[src/rtl/core/i2cbe_pkg.sv]
// Package for the I2C master bit engine: command codes, controller states,
// and the command/status structs that join controller and datapath. No dependencies.
`default_nettype none
package i2cbe_pkg;

  localparam int unsigned HoldW = 16;
  localparam logic [HoldW-1:0] HoldReset = 16'd250;
  localparam logic [2:0] LastBit = 3'd7;

  typedef enum logic [2:0] {
    OP_START  = 3'd0,
    OP_STOP   = 3'd1,
    OP_WRBYTE = 3'd2,
    OP_RDBYTE = 3'd3,
    OP_TXACK  = 3'd4,
    OP_RXACK  = 3'd5
  } op_t;

  typedef enum logic [1:0] {
    ST_IDLE,
    ST_EMIT,
    ST_OUT,
    ST_HOLD
  } state_t;

  typedef struct packed {
    logic load;
    logic write;
    logic tmr_load;
    logic tmr_dec;
  } ctl_cmd_t;

  typedef struct packed {
    logic op_ok;
    logic last;
    logic tmr_zero;
  } dp_stat_t;

endpackage
`default_nettype wire

[src/rtl/core/i2cbe_ifs.sv]
// Valid/ready channel interfaces for command beats and pin-write beats.
// Standalone; no package dependency.
`default_nettype none
interface i2cbe_in_if;
  logic       valid;
  logic       ready;
  logic [2:0] opcode;
  logic [7:0] tx_byte;
  logic       ack_to_send;
  logic [7:0] line_samples;

  modport source (output valid, opcode, tx_byte, ack_to_send, line_samples, input ready);
  modport sink   (input valid, opcode, tx_byte, ack_to_send, line_samples, output ready);
endinterface

interface i2cbe_out_if;
  logic       valid;
  logic       ready;
  logic       scl_out;
  logic       sda_out;
  logic       last_write;
  logic [7:0] rx_byte;
  logic       ack_received;

  modport source (output valid, scl_out, sda_out, last_write, rx_byte, ack_received,
                  input ready);
  modport sink   (input valid, scl_out, sda_out, last_write, rx_byte, ack_received,
                  output ready);
endinterface
`default_nettype wire

[src/rtl/core/i2cbe_ctrl.sv]
// Controller state machine of the I2C bit engine.
// Depends on i2cbe_pkg for the state type and command/status structs.
`default_nettype none
module i2cbe_ctrl (
  input  wire logic             clk,
  input  wire logic             rst_n,
  input  wire logic             in_valid,
  output logic                  in_ready,
  output logic                  out_valid,
  input  wire logic             out_ready,
  input  wire i2cbe_pkg::dp_stat_t stat,
  output i2cbe_pkg::ctl_cmd_t   cmd
);

  i2cbe_pkg::state_t state_r, state_nxt;

  always_ff @(posedge clk) begin
    if (!rst_n) begin
      state_r <= i2cbe_pkg::ST_IDLE;
    end else begin
      state_r <= state_nxt;
    end
  end

  always_comb begin
    state_nxt = state_r;
    cmd       = '0;
    in_ready  = 1'b0;
    out_valid = 1'b0;
    case (state_r)
      i2cbe_pkg::ST_IDLE: begin
        in_ready = 1'b1;
        // Unused opcodes are taken and dropped without any pin write.
        if (in_valid && stat.op_ok) begin
          cmd.load  = 1'b1;
          state_nxt = i2cbe_pkg::ST_EMIT;
        end
      end
      i2cbe_pkg::ST_EMIT: begin
        cmd.write = 1'b1;
        state_nxt = i2cbe_pkg::ST_OUT;
      end
      i2cbe_pkg::ST_OUT: begin
        out_valid = 1'b1;
        if (out_ready) begin
          cmd.tmr_load = 1'b1;
          state_nxt    = i2cbe_pkg::ST_HOLD;
        end
      end
      i2cbe_pkg::ST_HOLD: begin
        if (stat.tmr_zero) begin
          state_nxt = stat.last ? i2cbe_pkg::ST_IDLE : i2cbe_pkg::ST_EMIT;
        end else begin
          cmd.tmr_dec = 1'b1;
        end
      end
      default: begin
        state_nxt = i2cbe_pkg::ST_IDLE;
      end
    endcase
  end

endmodule
`default_nettype wire

[src/rtl/core/i2cbe_dp.sv]
// Datapath of the I2C bit engine: line levels, bit sequencing, hold timer,
// configuration register and the result register. Depends on i2cbe_pkg.
`default_nettype none
module i2cbe_dp (
  input  wire logic                        clk,
  input  wire logic                        rst_n,
  input  wire logic [2:0]                  in_opcode,
  input  wire logic [7:0]                  in_tx_byte,
  input  wire logic                        in_ack_to_send,
  input  wire logic [7:0]                  in_line_samples,
  input  wire logic                        cfg_we,
  input  wire logic [i2cbe_pkg::HoldW-1:0] cfg_wdata,
  input  wire i2cbe_pkg::ctl_cmd_t         cmd,
  output i2cbe_pkg::dp_stat_t              stat,
  output logic                             out_scl_out,
  output logic                             out_sda_out,
  output logic                             out_last_write,
  output logic [7:0]                       out_rx_byte,
  output logic                             out_ack_received
);

  logic [i2cbe_pkg::HoldW-1:0] hold_r, timer_r;
  logic                        scl_r, sda_r;
  logic [1:0]                  phase_r, phase_nxt;
  logic [2:0]                  bit_r, bit_nxt;
  i2cbe_pkg::op_t              op_r;
  logic [7:0]                  tx_r, smp_r;
  logic                        ack_tx_r;
  logic                        o_scl_r, o_sda_r, o_last_r, o_ack_r;
  logic [7:0]                  o_rx_r;
  logic                        scl_nxt, sda_nxt, last_nxt, ack_nxt;
  logic [7:0]                  rx_nxt;

  // Pin write for the current step of the running command.
  always_comb begin
    scl_nxt   = scl_r;
    sda_nxt   = sda_r;
    last_nxt  = 1'b0;
    rx_nxt    = 8'd0;
    ack_nxt   = 1'b0;
    phase_nxt = phase_r + 2'd1;
    bit_nxt   = bit_r;
    case (op_r)
      i2cbe_pkg::OP_START: begin
        case (phase_r)
          2'd0:    sda_nxt = 1'b1;
          2'd1:    scl_nxt = 1'b1;
          2'd2:    sda_nxt = 1'b0;
          default: begin
            scl_nxt  = 1'b0;
            last_nxt = 1'b1;
          end
        endcase
      end
      i2cbe_pkg::OP_STOP: begin
        case (phase_r)
          2'd0:    sda_nxt = 1'b0;
          2'd1:    scl_nxt = 1'b1;
          default: begin
            sda_nxt  = 1'b1;
            last_nxt = 1'b1;
          end
        endcase
      end
      i2cbe_pkg::OP_WRBYTE: begin
        case (phase_r)
          2'd0:    sda_nxt = tx_r[i2cbe_pkg::LastBit - bit_r];
          2'd1:    scl_nxt = 1'b1;
          default: begin
            scl_nxt   = 1'b0;
            phase_nxt = 2'd0;
            bit_nxt   = bit_r + 3'd1;
            last_nxt  = (bit_r == i2cbe_pkg::LastBit);
          end
        endcase
      end
      i2cbe_pkg::OP_RDBYTE: begin
        case (phase_r)
          2'd0:    scl_nxt = 1'b1;
          default: begin
            // The assembled byte equals the sampled levels, shown on the final beat.
            scl_nxt   = 1'b0;
            phase_nxt = 2'd0;
            bit_nxt   = bit_r + 3'd1;
            last_nxt  = (bit_r == i2cbe_pkg::LastBit);
            rx_nxt    = last_nxt ? smp_r : 8'd0;
          end
        endcase
      end
      i2cbe_pkg::OP_TXACK: begin
        case (phase_r)
          2'd0:    sda_nxt = ack_tx_r;
          2'd1:    scl_nxt = 1'b1;
          default: begin
            scl_nxt  = 1'b0;
            last_nxt = 1'b1;
          end
        endcase
      end
      i2cbe_pkg::OP_RXACK: begin
        case (phase_r)
          2'd0:    sda_nxt = 1'b1;
          2'd1:    scl_nxt = 1'b1;
          default: begin
            scl_nxt  = 1'b0;
            last_nxt = 1'b1;
            ack_nxt  = smp_r[7];
          end
        endcase
      end
      default: begin
        last_nxt = 1'b1;
      end
    endcase
  end

  always_ff @(posedge clk) begin
    if (!rst_n) begin
      hold_r  <= i2cbe_pkg::HoldReset;
      timer_r <= '0;
      scl_r   <= 1'b1;
      sda_r   <= 1'b1;
      phase_r <= 2'd0;
      bit_r   <= 3'd0;
    end else begin
      if (cfg_we) begin
        hold_r <= cfg_wdata;
      end
      if (cmd.tmr_load) begin
        timer_r <= hold_r;
      end else if (cmd.tmr_dec) begin
        timer_r <= timer_r - i2cbe_pkg::HoldW'(1);
      end
      if (cmd.load) begin
        phase_r <= 2'd0;
        bit_r   <= 3'd0;
      end else if (cmd.write) begin
        phase_r <= phase_nxt;
        bit_r   <= bit_nxt;
        scl_r   <= scl_nxt;
        sda_r   <= sda_nxt;
      end
    end
  end

  always_ff @(posedge clk) begin
    if (cmd.load) begin
      op_r     <= i2cbe_pkg::op_t'(in_opcode);
      tx_r     <= in_tx_byte;
      smp_r    <= in_line_samples;
      ack_tx_r <= in_ack_to_send;
    end
    if (cmd.write) begin
      o_scl_r  <= scl_nxt;
      o_sda_r  <= sda_nxt;
      o_last_r <= last_nxt;
      o_rx_r   <= rx_nxt;
      o_ack_r  <= ack_nxt;
    end
  end

  assign stat.op_ok    = (in_opcode <= 3'(i2cbe_pkg::OP_RXACK));
  assign stat.last     = o_last_r;
  assign stat.tmr_zero = (timer_r == '0);

  assign out_scl_out      = o_scl_r;
  assign out_sda_out      = o_sda_r;
  assign out_last_write   = o_last_r;
  assign out_rx_byte      = o_rx_r;
  assign out_ack_received = o_ack_r;

endmodule
`default_nettype wire

[src/rtl/core/i2c_master_bit_engine_core.sv]
// I2C master bit engine top level: one command beat in, a run of pin-write beats out.
// The first pin-write beat is registered in ST_EMIT once the command beat is taken
// and offered from ST_OUT; each write waits out output stalls in ST_OUT, then the
// hold timer, loaded with hold_cycles, in ST_HOLD. A command of N writes (3 to 24)
// ends before the next is taken. Unused opcodes are accepted and dropped. Synchronous
// active-low reset releases both lines and loads hold_cycles with 250; no clearing pass.
`default_nettype none
module i2c_master_bit_engine_core (
  input  wire logic                        clk,
  input  wire logic                        rst_n,
  i2cbe_in_if.sink                         in_ch,
  i2cbe_out_if.source                      out_ch,
  input  wire logic                        cfg_we,
  input  wire logic [i2cbe_pkg::HoldW-1:0] cfg_wdata
);

  i2cbe_pkg::ctl_cmd_t cmd;
  i2cbe_pkg::dp_stat_t stat;

  i2cbe_ctrl u_ctrl (
    .clk       (clk),
    .rst_n     (rst_n),
    .in_valid  (in_ch.valid),
    .in_ready  (in_ch.ready),
    .out_valid (out_ch.valid),
    .out_ready (out_ch.ready),
    .stat      (stat),
    .cmd       (cmd)
  );

  i2cbe_dp u_dp (
    .clk              (clk),
    .rst_n            (rst_n),
    .in_opcode        (in_ch.opcode),
    .in_tx_byte       (in_ch.tx_byte),
    .in_ack_to_send   (in_ch.ack_to_send),
    .in_line_samples  (in_ch.line_samples),
    .cfg_we           (cfg_we),
    .cfg_wdata        (cfg_wdata),
    .cmd              (cmd),
    .stat             (stat),
    .out_scl_out      (out_ch.scl_out),
    .out_sda_out      (out_ch.sda_out),
    .out_last_write   (out_ch.last_write),
    .out_rx_byte      (out_ch.rx_byte),
    .out_ack_received (out_ch.ack_received)
  );

endmodule
`default_nettype wire

[src/flat_wrapper.sv]
// flat-port wrapper written by rule: the top's interface ports become plain ports
module i2c_master_bit_engine_core_flat 
  (clk, rst_n, cfg_we, cfg_wdata, in_ch_valid, in_ch_opcode, in_ch_tx_byte, in_ch_ack_to_send, in_ch_line_samples, in_ch_ready, out_ch_valid, out_ch_scl_out, out_ch_sda_out, out_ch_last_write, out_ch_rx_byte, out_ch_ack_received, out_ch_ready);
  i2cbe_in_if in_ch_i ();
  i2cbe_out_if out_ch_i ();
  input  wire logic clk;
  input  wire logic rst_n;
  input  wire logic cfg_we;
  input  wire logic [i2cbe_pkg::HoldW-1:0] cfg_wdata;
  input wire logic [$bits(in_ch_i.valid)-1:0] in_ch_valid;
  input wire logic [$bits(in_ch_i.opcode)-1:0] in_ch_opcode;
  input wire logic [$bits(in_ch_i.tx_byte)-1:0] in_ch_tx_byte;
  input wire logic [$bits(in_ch_i.ack_to_send)-1:0] in_ch_ack_to_send;
  input wire logic [$bits(in_ch_i.line_samples)-1:0] in_ch_line_samples;
  output wire logic [$bits(in_ch_i.ready)-1:0] in_ch_ready;
  output wire logic [$bits(out_ch_i.valid)-1:0] out_ch_valid;
  output wire logic [$bits(out_ch_i.scl_out)-1:0] out_ch_scl_out;
  output wire logic [$bits(out_ch_i.sda_out)-1:0] out_ch_sda_out;
  output wire logic [$bits(out_ch_i.last_write)-1:0] out_ch_last_write;
  output wire logic [$bits(out_ch_i.rx_byte)-1:0] out_ch_rx_byte;
  output wire logic [$bits(out_ch_i.ack_received)-1:0] out_ch_ack_received;
  input wire logic [$bits(out_ch_i.ready)-1:0] out_ch_ready;
  assign in_ch_i.valid = in_ch_valid;
  assign in_ch_i.opcode = in_ch_opcode;
  assign in_ch_i.tx_byte = in_ch_tx_byte;
  assign in_ch_i.ack_to_send = in_ch_ack_to_send;
  assign in_ch_i.line_samples = in_ch_line_samples;
  assign in_ch_ready = in_ch_i.ready;
  assign out_ch_valid = out_ch_i.valid;
  assign out_ch_scl_out = out_ch_i.scl_out;
  assign out_ch_sda_out = out_ch_i.sda_out;
  assign out_ch_last_write = out_ch_i.last_write;
  assign out_ch_rx_byte = out_ch_i.rx_byte;
  assign out_ch_ack_received = out_ch_i.ack_received;
  assign out_ch_i.ready = out_ch_ready;
  i2c_master_bit_engine_core u_core (.clk(clk), .rst_n(rst_n), .in_ch(in_ch_i), .out_ch(out_ch_i), .cfg_we(cfg_we), .cfg_wdata(cfg_wdata));
endmodule
[config.mk]
export PLATFORM = sky130hd
export DESIGN_NAME = i2c_master_bit_engine_core_flat
export DESIGN_NICKNAME = d
export VERILOG_FILES = /design/src/rtl/core/i2cbe_pkg.sv /design/src/rtl/core/i2cbe_ifs.sv /design/src/rtl/core/i2cbe_ctrl.sv /design/src/rtl/core/i2cbe_dp.sv /design/src/rtl/core/i2c_master_bit_engine_core.sv /design/src/flat_wrapper.sv
export SDC_FILE = /design/constraint.sdc
export NUM_CORES = 1
export LEC_CHECK = 0
export BUFFER_PORTS_ARGS = -buffer_cell sky130_fd_sc_hd__clkbuf_2
export CAP_MARGIN = 20
export CORE_AREA = 3 3 114 83
export CTS_CLUSTER_SIZE = 10
export DETAILED_ROUTE_END_ITERATION = 10
export DIE_AREA = 0 0 117 86
export GPL_ROUTABILITY_DRIVEN = 0
export GPL_TIMING_DRIVEN = 0
export PLACE_DENSITY_LB_ADDON = 0.05
export SLEW_MARGIN = 20
export SYNTH_ARGS = -nofsm -noshare
export SYNTH_HDL_FRONTEND = slang
export SYNTH_SLANG_ARGS = --single-unit
[constraint.sdc]
create_clock -name clk -period 1.7 [get_ports clk]
set_input_delay 0.085 -clock clk [delete_from_list [all_inputs] [get_ports clk]]
set_output_delay 0.085 -clock clk [all_outputs]
set_load 0.005 [all_outputs]
# After elaboration in Yosys (flattened, before gate mapping)
# Index checks and enable logic that the tools add are counted.
[op_classes]
addsub = 4
magnitude_cmp = 2
eq_ne = 16
n_mux = 40
n_bitwise = 5
n_reduce_logical = 18
[op_table]
columns = ["cell", "count"]
rows = [
  ["2-to-1 mux 16 bit", 2],
  ["2-to-1 mux 1 bit", 20],
  ["zero test 16 bit", 1],
  ["subtractor 16 x 1 -> 16 bit (second input constant)", 1],
  ["OR reduction 3 bit", 5],
  ["2-to-1 mux 2 bit", 5],
  ["== test 3 bit (second input constant)", 3],
  ["!= test 2 bit (second input constant)", 4],
  ["case mux 1 bit (2 select lines)", 4],
  ["case mux 1 bit (4 select lines)", 2],
  ["case mux 2 bit (4 select lines)", 1],
  ["== test 2 bit (second input constant)", 3],
  ["== test 3 x 2 -> 1 bit (second input constant)", 2],
  ["2-to-1 mux 3 bit", 2],
  ["case mux 3 bit (2 select lines)", 1],
  ["OR reduction 2 bit", 3],
  ["inverter 1 bit", 5],
  ["case mux 1 bit (5 select lines)", 1],
  ["== test 2 x 1 -> 1 bit (second input constant)", 2],
  ["zero test 2 bit", 2],
  ["less-than comparator 3 x 4 -> 1 bit (second input constant)", 1],
  ["case mux 2 bit (2 select lines)", 1],
  ["AND reduction 4 bit", 1],
  ["nonzero test 2 bit", 2],
  ["other kinds (11)", 11],
]
[totals]
ff_bits = 73
input_bits = 41
out_inout_bits = 14
word_cells = 101

# Longest topological paths before layout
# Gate-level depths: netlist of the first run.
[depth]
word_depth = 6
ltp_mapped = 8

# Modules after synthesis
# A second synthesis of the first run with hierarchy kept.
[hier_totals]
hier_cells = 307
hier_area_um2 = 3394.5
[by_module_without_submodules]
columns = ["mod", "instances", "cells_each", "area_each_um2", "seq_area_each_um2"]
rows = [
  ["i2cbe_dp", 1, 285, 3183.1, 1741.7],
  ["i2cbe_ctrl", 1, 22, 211.5, 40.0],
]

# Least setup slack after synthesis of the first run
# Ideal clock, no wire load.
[synth_timing]
path_type = "register -> register"
from = "register u_core.u_ctrl.state_r[0]"
to = "register u_core.u_dp.timer_r[15] in the netlist's numbering"
setup_ps = 74
t_arrival_ps = 1837
t_required_ps = 1626
slack_ps = -211
stages_incl_launch_ff = 7
cell_sequence = "dfxtp_1 > ha_1 > or4b_4 > nor2_4 > nand3_2 > or4_1 > a31oi_1"
[synth_via]
elab_chain_cells = 3
[synth_lines]
columns = ["element", "line_no", "source"]
rows = [
  ["start: declaration", "i2cbe_ctrl.sv:15", "i2cbe_pkg::state_t state_r, state_nxt;"],
  ["start signal: assignment", "i2cbe_ctrl.sv:19", "state_r <= i2cbe_pkg::ST_IDLE;"],
  ["start signal: assignment", "i2cbe_ctrl.sv:21", "state_r <= state_nxt;"],
  ["== test 2 bit", "i2cbe_ctrl.sv:30", "case (state_r)"],
  ["2-to-1 mux 1 bit", "i2cbe_ctrl.sv:30", ""],
  ["2-to-1 mux 16 bit or nonzero test 2 bit (tied branches)", "--", ""],
  ["end signal: assignment", "i2cbe_dp.sv:130", "timer_r <= hold_r;"],
  ["end signal: assignment", "i2cbe_dp.sv:132", "timer_r <= timer_r - i2cbe_pkg::HoldW'(1);"],
  ["end: declaration", "i2cbe_dp.sv:22", "logic [i2cbe_pkg::HoldW-1:0] hold_r, timer_r;"],
]
# Parallel ways exist; a longest one is shown, timed or not.
# A chain may end at the register's enable or synchronous reset.

# Worst setup path after layout of the first run
# Same ends and word-level chain as after synthesis.

==> flow_summary.ini, run 1 <==
[run_status]
run_status = finished, violations left
violations = negative setup slack

[clocking]
clock_sinks = 73
cts.clk_slew.worst_paths_ns = 0.06
cts_buffers = 9
cts-root-buf = clkbuf_16
clockBufferDepth = 2
clk_latency_ns = 0.34
cts-htree-levels = 3
cts_tree = yes

[floorplan]
core_area_um2 = 8410
die_w_um = 117
ios = 55
die_area_um2 = 10100
initial_core_util_pct = 39.7
rows = 28
die_h_um = 86

[critical_path]
path_max_fanout = 4
critPathKind = reg2reg
r2r_slack_ns = -0.10
r2r_start = u_core.u_ctrl.state_r[0]
required_ns = 1.97
crit_path_start = u_core.u_ctrl.state_r[0]
arrival_ns = 2.07
cp-end-kind = flip-flop
startpoint_type = flip-flop

[cells_and_area]
fin_util_pct = 54.9
fillCellCount = 743
fin_cells = 537
final_nets = 480
multiInputGateArea_um2 = 1590
antenna_cells = 0
area_delta_synth_final_pct = 38.2
seqCellArea_um2 = 1800
drive_gt1_share_pct = 26.9

[drt]
drt-initial-drc-count = 121
routed-via-count = 2743
finalWirelength_um = 8150
wire_per_inst_um = 15.2
drcViolationCount = 0
first_pass_iters = 4
ant_nets = 0
vias_per_cell = 5.11

[timing]
min_period_over_period_pct = 106
fin_skew_ns = 0.00447
setup_viol = 6
fin_crit_ns = 1.80
setup-tns-final_ns = -0.280
slew_viol_final = 0
setup_ws_ns = -0.101
hold_viol_final = 0
maxSlewHeadroom_pct = 41.2
tightest_slew_ns = 0.882
clock.fmax_ghz = 0.555
rsz0062_at_grt = yes

[logic_synthesis]
yosysWarnings = 0
ys_seq_elements = 73
avgSynthCellArea_um2 = 10.5
synth_top_area_share_pct = 28.8
synth_most_common_cell = dfxtp_1
syn_nets = 372
netlist_instances = 319
synth_area_leader_cell = edfxtp_1
ys_async_sr_fraction_pct = 0
synth_edf_count = 32
synthTopCellsByArea = edfxtp_1 (29%), dfxtp_1 (25%), mux2i_1 (7.5%)
synth_ff_type = dfxtp_1
seq_area_frac_synth_pct = 53.4
syn_area_um2 = 3340
synthDistinctLibCells = 47
synth_common_cells = dfxtp_1 (41), edfxtp_1 (32), nand2_1 (28), nor2_1 (28)

[power]
peakVddDrop_mv = 0.635
seqPwrFrac_pct = 38.5
p_leak_nw = 1.86
p_sw_share_pct = 33.2
power_frac_comb_pct = 32.6
power_density_nw_per_um2 = 1380
power_mw = 6.37
p_switching_mw = 2.11
share_clk_of_total_power_pct = 28.9
power.internal_mw = 4.26

[grt]
antenna_found_initial = 0
grt_overflow = 0
track_usage_pct = 17.6
grt_max_degree = 22
grt_pass1_vias = 2639
grt_pass1_wl_um = 13400

[placement]
port-buffer-count = 53
dp_cells = 477
dp_hpwl_um = 5360

[min_path]
hold_class = in2reg
min_from = rst_n

[flow_run]
cap_violations = 0
[final timing paths]
check                            end  depth (start not counted)
max          u_core.u_dp.timer_r[15]                          6
min           u_core.u_dp.timer_r[6]                          3
max reg2reg  u_core.u_dp.timer_r[15]                          6
min reg2reg    u_core.u_dp.hold_r[6]                          2
[flip-flops by register name, summed over array words and instances (netlist names)]
register	cells
u_core.u_dp.hold_r	16
u_core.u_dp.timer_r	16
u_core.u_dp.out_rx_byte	8
u_core.u_dp.smp_r	8
u_core.u_dp.tx_r	8
u_core.u_dp.bit_r	3
u_core.u_dp.op_r	3
u_core.u_ctrl.state_r	2
u_core.u_dp.phase_r	2
u_core.u_dp.ack_tx_r	1
u_core.u_dp.out_ack_received	1
u_core.u_dp.out_last_write	1
u_core.u_dp.out_scl_out	1
u_core.u_dp.out_sda_out	1
u_core.u_dp.scl_r	1
u_core.u_dp.sda_r	1
[worst max-delay path, stage by stage, from the launching register on]
cell,delay [ns]
dfxtp_4,0.36
ha_4,0.13
or4b_4,0.50
nor2_4,0.13
nand3_2,0.08
or4_1,0.40
a31oi_1,0.13
[area by class of cell]
| class | count | area share, % |
|---|---|---|
| Sequential cell | 73 | 39.0 |
| Multi-Input combinational cell | 223 | 34.6 |
| Timing Repair Buffer | 99 | 15.2 |
| Clock buffer | 10 | 4.96 |
| Tap cell | 105 | 2.85 |
| Buffer | 11 | 1.33 |
| Clock inverter | 6 | 1.28 |
| Inverter | 10 | 0.814 |
[cells in the final DEF, fill, tap and decap left out, drive strengths merged, types with 3 or more instances in the layout]
cell type | netlist | routed
o21ai | 26 | 26
a31oi | 7 | 7
mux2i | 25 | 25
nor2b | 3 | 3
dlygate4sd3 | 0 | 36
nand2 | 28 | 28
nor3 | 6 | 6
edfxtp | 32 | 32
nand2b | 3 | 3
dfxtp | 41 | 41
clkbuf | 12 | 70
inv | 10 | 10
o211ai | 3 | 3
nand3 | 9 | 9
xor2 | 4 | 4
nor2 | 29 | 29
a21oi | 20 | 20
ha | 12 | 12
and3 | 4 | 5
clkinv | 0 | 3
and2 | 8 | 8
a211oi | 7 | 7
buf | 2 | 14
[metrics by stage]
stage | hold slack [ns] | worst slack [ns] | instance area [µm²]
after floorplan | 0.184 | -0.107 | 3350
final | 0.162 | -0.101 | 4610
after CTS | 0.133 | -0.166 | 4500
after detailed placement | 0.264 | -0.575 | 3750
after global placement | 0.261 | -0.535 | 3750
after global routing | 0.174 | -0.155 | 4610
[power by group through the flow]
| stage | registers, mW | logic, mW | clock network, mW |
|---|---|---|---|
| after CTS | 2.45 | 1.87 | 1.89 |
| after detailed placement | 2.46 | 1.68 | 0 |
| after global routing | 2.50 | 2.32 | 1.99 |
| after global placement | 2.45 | 1.67 | 0 |
| after floorplan | 2.41 | 1.20 | 0 |
| final | 2.45 | 2.08 | 1.84 |
[layer usage]
metal	part of all wire, %	global-route usage (%)	vias up
li1	-	-	1381
met1	55	26.2	1281
met2	39	24.0	69
met3	4.6	5.29	12
met4	1.6	6.46	0
met5	0	0	-
[what timing repair did]
action	4_1_cts	5_1_grt
cloned	0	1
endpoints found under the setup margin	28	32
buffers inserted	5	5
hold buffers	36	0
pin swaps	5	9
gates resized for setup	23	25
endpoints found under the hold margin	36	0
[cell families (layout without fill, tap and decap cells)]
family                   count (synthesis)  in the layout  synth area share (%)
buffers and inverters                   24            136                  2.81
AO/OA/AOI/OAI                           76             76                  13.7
adder cells (fa/ha/maj)                 12             12                  4.50
XOR/XNOR                                 6              6                  1.57
multiplexers                            26             26                  8.17
AND/OR/NAND/NOR                        102            103                  15.9
flip-flops                              73             73                  53.4
Power figures use the tool's default switching activity.
==> inputs of run 2 (changes only) <==
--- a/config.mk
+++ b/config.mk
@@ -7,14 +7,15 @@
 export LEC_CHECK = 0
 export BUFFER_PORTS_ARGS = -buffer_cell sky130_fd_sc_hd__clkbuf_2
 export CAP_MARGIN = 20
-export CORE_AREA = 3 3 114 83
+export CORE_AREA = 3 3 115 84
 export CTS_CLUSTER_SIZE = 10
 export DETAILED_ROUTE_END_ITERATION = 10
-export DIE_AREA = 0 0 117 86
+export DIE_AREA = 0 0 118 87
 export GPL_ROUTABILITY_DRIVEN = 0
 export GPL_TIMING_DRIVEN = 0
 export PLACE_DENSITY_LB_ADDON = 0.05
 export SLEW_MARGIN = 20
 export SYNTH_ARGS = -nofsm -noshare
 export SYNTH_HDL_FRONTEND = slang
+export SYNTH_HIERARCHICAL = 1
 export SYNTH_SLANG_ARGS = --single-unit
==> run 2 against run 1 <==
The run still ends with negative setup slack left. Sequential share of layout area down 1.6 points. Critical path depth grew 5. Non-clock buffer count rose by 7. Setup slack worse by 0.73 ns. Wire length grew 0.54%. Via count down 1.8%. Total power up 13%. Flip-flop and latch count is the same. Clock-buffer cell count grew 1. Critical endpoint is now u_core/u_dp/timer_r[15]. Largest power group is now combinational cells. Highest routed layer unchanged.
==> flow_summary.ini, run 2 <==
[run_status]
run_status = finished, violations left
violations = negative setup slack

[clocking]
clock_sinks = 73
cts-root-buf = clkbuf_16
cts-htree-levels = 3
clockBufferDepth = 2
cts_tree = yes
cts_buffers = 9
cts.clk_slew.worst_paths_ns = 0.06
clk_latency_ns = 0.33

[critical_path]
crit_path_start = u_core/u_dp/timer_r[0]
path_max_fanout = 5
cp-end-kind = flip-flop
crit_family = simple AND/OR/NAND/NOR gates
r2r_slack_ns = -0.83
startpoint_type = flip-flop
rr_worst_depth = 11
arrival_ns = 2.79
crit_chain = inv_1 > ha_4 > or3b_2 > nor4_4 > nand2b_4 > inv_4 > or3b_1 > buf_8 > or3_1 > or4_1 > a31oi_1
r2r_start = u_core/u_dp/timer_r[0]
cp_slowest_cell = or4_1
cpPeakStageDelay_ns = 0.41
required_ns = 1.96
critPathKind = reg2reg
rr_endpoint = u_core/u_dp/timer_r[15]
crit_buf_inv = 3

[timing]
setup_viol = 18
clock.fmax_ghz = 0.395
hold_viol_final = 0
fin_skew_ns = 0.00400
rsz0062_at_grt = yes
setup_ws_ns = -0.830
maxSlewHeadroom_pct = 50.2
tightest_slew_ns = 0.747
hold_ws_ns = 0.0160
slew_viol_final = 0
fin_crit_ns = 2.53
min_period_over_period_pct = 149

[drt]
wl_met2_um = 3160
drt-initial-drc-count = 196
wl_met1_um = 4530
top_layer_used = met4
drcViolationCount = 0
finalWirelength_um = 8190
wl_met3_um = 398
first_pass_iters = 4
vias_per_cell = 4.96
ant_nets = 0
wire_per_inst_um = 15.1
routed-via-count = 2694

[grt]
grt_pass1_vias = 2617
grt_pass1_wl_um = 13500
antenna_found_initial = 0
track_usage_pct = 16.9
grt_max_degree = 19
grt_overflow = 0

[placement]
dp_cells = 480
port-buffer-count = 53
dp_hpwl_um = 5250

[cells_and_area]
fillCellCount = 739
area_delta_synth_final_pct = 41.6
drive_gt1_share_pct = 35.9
fin_cells = 543
final_cell_mix = clkbuf_2 (55), dfxtp_1 (34), edfxtp_1 (32)
antenna_cells = 0
final_nets = 470
layout_commonest_cell = clkbuf_2
top_regs = u_core/u_dp/hold_r x16, u_core/u_dp/timer_r x16

[logic_synthesis]
synth_common_cells = dfxtp_1 (41), edfxtp_1 (32), mux2i_1 (18), nand2_1 (18), o21ai_0 (17)
synth_ff_type = dfxtp_1
synth_fa_ha_area_share_pct = 4.05
synth_xor_area_share_pct = 2.84
synth_most_common_cell = dfxtp_1
synth_edf_count = 32
synth_area_leader_cell = edfxtp_1
synthMuxAreaShare_pct = 6.97
netlist_instances = 307
ys_seq_elements = 73
avgSynthCellArea_um2 = 11.1
synthTopCellsByArea = edfxtp_1 (28%), dfxtp_1 (24%), mux2i_1 (5.3%)
synth_top_family_by_area = simple AND/OR/NAND/NOR gates
syn_nets = 359
synth_top_area_share_pct = 28.3
synthSimpleGateAreaFrac_pct = 16.8
ys_async_sr_fraction_pct = 0
yosysWarnings = 6
syn_area_um2 = 3390
synthDistinctLibCells = 59
seq_area_frac_synth_pct = 52.5
synth_compound_area_share_pct = 12.8

[power]
power_density_nw_per_um2 = 1500
peakVddDrop_mv = 0.665
power_mw = 7.23
p_leak_nw = 1.97

[floorplan]
initial_core_util_pct = 39.9
core_area_um2 = 8510
die_h_um = 87
rows = 28
die_area_um2 = 10300
ios = 55
die_w_um = 118

[min_path]
hold_class = in2reg
min_to = u_core/u_dp/hold_r[0]
min_from = cfg_wdata[0]
min_path_cells = 3

[flow_run]
cap_violations = 0
==> run 2: timing repair <==
item | 4_1_cts | 5_1_grt
gates resized for setup | 33 | 33
pin swaps | 13 | 10
endpoints found under the hold margin | 27 | 0
endpoints found under the setup margin | 35 | 37
setup buffers | 11 | 11
cloned | 1 | 0
hold buffers | 27 | 0
==> run 2: worst register-to-register path: stages (launching register included) <==
cell and delay (ns):
dfxtp_2 0.33, inv_1 0.06, ha_4 0.18, or3b_2 0.22
nor4_4 0.05, nand2b_4 0.17, inv_4 0.05, or3b_1 0.37
buf_8 0.15, or3_1 0.32, or4_1 0.41, a31oi_1 0.17
==> run 2: logic make-up after synthesis <==
family,Yosys count
multiplexers,21
AO/OA/AOI/OAI,63
flip-flops,73
XOR/XNOR,11
adder cells (fa/ha/maj),11
buffers and inverters,29
AND/OR/NAND/NOR,99
==> run 2: metal layers <==
metal,vias to the layer above,GRT usage (%)
li1,1349,-
met1,1266,26.2
met2,69,22.3
met3,10,5.32
met4,0,4.79
met5,-,0
==> run 2: per-stage QoR <==
stage	util [%]	TNS (ns)	cell area, µm²	setup slack (ns)
after detailed placement	45.4	-17.53	3860	-0.968
after CTS	54.1	-12.26	4600	-0.814
after global routing	56.5	-14.63	4810	-0.939
after floorplan	-	-10.16	3450	-0.791
final	56.5	-12.40	4810	-0.830
after global placement	45.4	-17.04	3860	-0.952
==> run 2: layout make-up <==
type	instances	area, µm²	area share (%)
plain buffers	16	128	2.65
flip-flops and latches	73	1800	37.4
inverters	11	43.8	0.911
repair buffers	101	713	14.8
clock buffers	11	233	4.84
multi-input cells	206	1720	35.8
well taps	120	150	3.12
clock inverters	5	22.5	0.469
==> run 2: power by group <==
part	switching (mW)	total [mW]	internal, mW
Combinational	1.44	3.00	1.56
Sequential	0.283	2.58	2.30
Clock	0.675	1.64	0.969
==> run 2: worst max-delay path by stage <==
stage | to | slack, ns | cells past startpoint
floorplan | u_core/u_dp/timer_r[5] | -0.79 | 10
global placement | u_core/u_dp/timer_r[5] | -0.95 | 10
detailed placement | u_core/u_dp/timer_r[5] | -0.97 | 10
CTS | u_core/u_dp/timer_r[5] | -0.81 | 10
global route | u_core/u_dp/timer_r[15] | -0.94 | 11
finish | u_core/u_dp/timer_r[15] | -0.83 | 11
